--- config.mk ---
export PLATFORM = sky130hd
export DESIGN_NAME = twsc_cmdq
export DESIGN_NICKNAME = d
export VERILOG_FILES = /design/src/sv/twsc_pkg.sv /design/src/sv/twsc_cmdq.sv
export SDC_FILE = /design/constraint.sdc
export NUM_CORES = 1
export LEC_CHECK = 0
export BUFFER_PORTS_ARGS = -buffer_cell sky130_fd_sc_hd__buf_4
export CORE_UTILIZATION = 45
export CTS_BUF_LIST = sky130_fd_sc_hd__clkbuf_8
export CTS_CLUSTER_SIZE = 20
export DETAILED_ROUTE_END_ITERATION = 10
export GPL_TIMING_DRIVEN = 0
export HOLD_SLACK_MARGIN = 0.15
export PLACE_DENSITY_LB_ADDON = 0.15
export SYNTH_ARGS = -nofsm -noshare
export SYNTH_HDL_FRONTEND = slang
export SYNTH_SLANG_ARGS = --single-unit
--- constraint.sdc ---
create_clock -name clk -period 7.8 [get_ports clk]
set_input_delay 0 -clock clk [delete_from_list [all_inputs] [get_ports clk]]
set_output_delay 0 -clock clk [all_outputs]
set_load 0.01 [all_outputs]
--- src/sv/twsc_pkg.sv ---
`timescale 1ns / 1ps
`default_nettype none
package twsc_pkg;

  localparam int TIME_W = 48;
  localparam int TICK_W = 16;
  localparam int PER_W  = 32;
  localparam int ID_W   = 5;
  localparam int OP_W   = 2;
  localparam int PEND_W = 6;

  localparam int DEF_WHEEL_SLOTS = 64;
  localparam int DEF_TIMER_COUNT = 32;
  localparam int CMDQ_DEPTH      = 2;

  localparam logic [TICK_W-1:0] TICK_RESET = 16'd10;
  localparam logic [TIME_W-1:0] TIME_MAX   = {TIME_W{1'b1}};

  localparam logic [OP_W-1:0] OP_ADD     = 2'd0;
  localparam logic [OP_W-1:0] OP_CANCEL  = 2'd1;
  localparam logic [OP_W-1:0] OP_ADVANCE = 2'd2;
  localparam logic [OP_W-1:0] OP_QUERY   = 2'd3;

  typedef struct packed {
    logic [OP_W-1:0]   op;
    logic              id_ok;
    logic [ID_W-1:0]   id;
    logic [TIME_W-1:0] now;
    logic [TIME_W-1:0] arr;
    logic              rep;
    logic [PER_W-1:0]  period;
  } cmd_t;

endpackage
`default_nettype wire

--- src/sv/twsc_cmdq.sv ---
`timescale 1ns / 1ps
`default_nettype none
module twsc_cmdq (
  input  wire logic           clk,
  input  wire logic           rst_n,
  input  wire logic           push,
  input  wire twsc_pkg::cmd_t wdata,
  input  wire logic           pop,
  output logic                full,
  output logic                valid,
  output twsc_pkg::cmd_t      rdata
);
  import twsc_pkg::*;

  localparam int PW = $clog2(CMDQ_DEPTH);
  localparam int CNTW = $clog2(CMDQ_DEPTH + 1);

  cmd_t            mem_r [CMDQ_DEPTH];
  logic [PW-1:0]   wp_r, wp_nxt, rp_r, rp_nxt;
  logic [CNTW-1:0] cnt_r, cnt_nxt;
  logic            do_pop;

  assign full   = (cnt_r == CNTW'(CMDQ_DEPTH));
  assign valid  = (cnt_r != '0);
  assign rdata  = mem_r[rp_r];
  assign do_pop = pop && valid;

  always_comb begin
    wp_nxt  = push ? wp_r + 1'b1 : wp_r;
    rp_nxt  = do_pop ? rp_r + 1'b1 : rp_r;
    cnt_nxt = cnt_r + CNTW'(push) - CNTW'(do_pop);
  end

  always_ff @(posedge clk) begin
    if (!rst_n) begin
      wp_r  <= '0;
      rp_r  <= '0;
      cnt_r <= '0;
    end else begin
      wp_r  <= wp_nxt;
      rp_r  <= rp_nxt;
      cnt_r <= cnt_nxt;
    end
  end

  always_ff @(posedge clk) begin
    if (push) begin
      mem_r[wp_r] <= wdata;
    end
  end

`ifndef SYNTH
  a_no_push_full: assert property (@(posedge clk) disable iff (!rst_n)
    full |-> !push) else $error("command pushed into full queue");
  a_cnt_range: assert property (@(posedge clk) disable iff (!rst_n)
    cnt_r <= CNTW'(CMDQ_DEPTH)) else $error("command queue count out of range");
`endif

endmodule
`default_nettype wire

; ---- Word-level counts from Yosys, hierarchy flattened
; Memories as Yosys holds them, arrays and structs flattened. A register that Yosys moved wholly into a read port is not among the register bits.
; Cells that the tools add are included.
[op_classes]
eq_ne = 1
n_reduce_logical = 2
n_mux = 4
addsub = 4
[op_table]
columns = operator, n
row1 = $mux 1, 4
row2 = $add 1x1->1 const B, 2
row3 = $add 2x1->2, 1
row4 = $eq 2x2->1 const B, 1
row5 = $reduce_bool 2->1, 1
row6 = $sub 2x1->2, 1
row7 = $logic_and 1x1->1, 1
[word_totals]
regBits = 4
out_inout_bits = 139
elab_cells = 15
in_bits = 141
mem_bits_rw = 274
n_memories = 1
[memory_table]
columns = name, words, width, rd, rd_ports_with_merged_regs, wr, line_no
row1 = mem_r, 2, 137, 1, 1, 1, twsc_cmdq.sv:18  ; cmd_t mem_r [CMDQ_DEPTH];

; ---- Logic depth before layout (Yosys ltp)
[depth]
word_depth = 4
mapped_depth = 6
mapped_depth_nobuf = 6

; ---- Worst setup path after synthesis
; OpenSTA, ideal clock, no wires.
[synth_timing]
path_kind = reg-to-reg
startpoint = reg wp_r
endpoint = mem mem_r[0][0] (netlist name) (enable)
path_stages_with_launch = 2
t_required_ps = 7149
synth_period_minus_slack_ps = 7011
n_path_buf = 0
slack_ps = 789
setup_time_ps = 651
t_arrival_ps = 6359
path_cell_list = dfxtp_1 nor2b_1
[synth_lines]
columns = item, line_no
row1 = "start, declared", twsc_cmdq.sv:19  ; logic [PW-1:0] wp_r, wp_nxt, rp_r, rp_nxt;
row2 = "start signal, assigned", twsc_cmdq.sv:40  ; wp_r <= wp_nxt;
row3 = "end, declared", twsc_cmdq.sv:18
; Straight into the memory's write port.

==> reports/metrics.yaml <==
status:
  status: "finished, violations left"
  violations: "DRC"
clock_network:
  cts_max_path_buffers: 3
  cts_max_level: 2
  cts_buffers: 45
  clk_latency_ns: 0.53
  cts_sinks: 279
  root_buffer: "clkbuf_8"
  cts_setup_buffers: 0
  post_cts_resized: 0
  cts_tree: "built"
  cts.clk_slew.worst_paths_ns: 0.06
hold_path:
  min_path_cells: 2
  hold_end: "mem_r[1][133]"
  min-delay-start: "wdata[133]"
  hp-class: "in -> reg"
routing:
  wl_met3_um: 2070
  viasPerCell: 4.76
  firstDrtPassIters: 9
  wl_um: 21300
  wl_met1_um: 7870
  wl_met2_um: 10800
  drtIter0Drc: 251
  drcViolationCount: 20
  vias: 5875
  ant_nets: 0
  wl_per_cell_um: 17.3
  highest_layer: "met4"
pwr:
  peakVddDrop_mv: 0.172
  leakage_nw: 5.73
  power-per-cell-area_nw_per_um2: 251
finish:
  drive_gt1_share_pct: 51.5
  diodes: 0
  num-nets-final: 1066
  syn2layout_area_growth_pct: 46.9
  fin_cells: 1233
grt:
  grt_overflow_total: 0
  grt_max_degree: 68
  grt_pass1_wl_um: 33600
  antenna_found_initial: 0
  gr-usage-all-layers_pct: 18.5
  grt_pass1_vias: 6649
sta:
  tightest_slew_ns: 0.593
  hold_viol: 0
  max_slew_margin_pct: 60.4
  rsz0062_at_grt: "false"
  fin_tns_setup_ns: 0
  whs_ns: 0.191
  skew_ns: 0.0157
  setup_violations: 0
  max_freq_ghz: 0.543
  layout_min_cycle_time_ns: 1.84
  fin_crit_sh_pct: 23.6
  drv_slew: 0
worst_setup_path:
  cp.arrival_ns: 1.84
  endpoint_kind: "output pin"
  cpPeakStageDelay_ns: 0.36
  startpoint_type: "register"
  r2r-end: "mem_r[0][21]"
  path_max_fanout: 10
  path_cells: "buf_6, clkbuf_8, mux2_2, buf_4"
  reg2reg_depth: 3
  r2r_slack_ns: 6.06
  crit_type: "reg -> out"
  cpMaxStageDelayCell: "dfxtp_1"
  critPathRequiredTime_ns: 7.80
  rr_startpoint: "wp_r"
placement:
  globalplace.congestion: 0.708
  dp_cells: 1014
  port_buffers: 279
  dpl.hpwl_um: 13100
synthesis:
  synth_common_cells: "edfxtp_1 (274), mux2_2 (137), clkbuf_8 (10), buf_6 (5), dfxtp_1 (5)"
  synth.cell_area_um2: 10200
  synth_nets: 592
  netlist_top_cells_area: "edfxtp_1 (81%), mux2_2 (15%), clkbuf_8 (1.3%)"
  ys_seq_area_share_pct: 81.6
  syn_area_per_cell_um2: 22.7
  syn_inst: 449
  synth.most_common_cell: "edfxtp_1"
  synth_edf_count: 274
  synth-seq-cells: 279
  ys.flop_type: "edfxtp_1"
  synth_top_area_share_pct: 80.6
  ys_warn_count: 0
  ys_types: 15
  yosysTopAreaCell: "edfxtp_1"
  synthArstFlopShare_pct: 0
die:
  die_h_um: 153
  placementRows: 54
  design.die.area_um2: 23300
  core_area_um2: 22000
  start_util_pct: 46.3
  dieWidth_um: 153
  pin_count: 280
job:
  maxCapViolCount: 0
-- cells by family after synthesis --
family	after synthesis	synth area share (%)
simple gates	9	0.527
flops	279	81.6
xor+xnor	1	0.221
mux	139	15.3
buf+inv	17	1.97
fa+ha+maj	2	0.245
compound gates	2	0.147
-- per-layer routing --
metal	vias up	track usage [%]
met5	-	0
met4	0	6.45
met3	46	7.05
met2	228	32.6
met1	2868	20.3
li1	2733	-
-- state kept, by name, summed over array words and instances (netlist names), named ones only --
name,cells
cnt_r,2
wp_r,1
mem_r,274
rp_r,1
-- stage by stage --
stage	instance area, um2	util (%)	setup slack [ns]	power [mW]
floorplan	10200	-	0.789	2.26
global placement	12700	57.4	-2.24	2.63
detailed placement	12800	58.1	6.04	2.64
CTS	15000	68.0	5.89	3.80
global route	15000	68.1	5.85	3.92
finish	15000	68.1	5.96	3.76
-- worst max path at each step --
stage	start	end	slack (ns)
finish	register	rdata[5]	5.96
global route	register	rdata[5]	5.85
CTS	register	rdata[5]	5.89
detailed placement	wp_r	mem_r[0][60]	6.04
global placement	wp_r	mem_r[0][60]	-2.24
floorplan	wp_r	mem_r[0][0]	0.79
-- worst max-delay path: cells and delay by family, from the launching register on --
family | cells | cell delay, ns
flops | 1 | 0.36
mux | 1 | 0.35
buf+inv | 3 | 0.59
-- what timing repair did --
action,CTS,global route
hold buffers,141,1
setup endpoints to repair,0,0
hold endpoints to repair,300,2
-- layout by cell type (no fill, tap or decap) --
cell type      count
and2_1             1
and2_4             1
buf_12             4
buf_16             2
buf_4            279
buf_6              5
bufinv_16          1
clkbuf_8          55
clkinv_1          11
clkinv_2           3
clkinvlp_4         2
dfxtp_1            5
dlygate4sd3_1    142
edfxtp_1         274
ha_1               2
inv_1             17
mux2_2           137
mux2i_1            2
nand2_1            1
nand2b_1           1
nor2b_1            3
nor2b_4            1
o21a_1             2
or2_2              1
xnor3_1            1
-- report_power, final --
group	switching [mW]	internal, mW	leakage [nW]
clock	0.527	0.567	0.447
sequential	0.0221	1.74	2.61
combinational	0.379	0.524	2.67
-- cell type report --
type / instances / area (um2)
Sequential cell: 279 / 8330
Fill cell: 1479 / 7030
Timing Repair Buffer: 427 / 3650
Multi-Input combinational cell: 153 / 1690
Clock buffer: 45 / 619
Tap cell: 280 / 350
Buffer: 15 / 194
Clock inverter: 32 / 158
Inverter: 2 / 7.51
No activity file was read; power rests on OpenSTA's default activity.
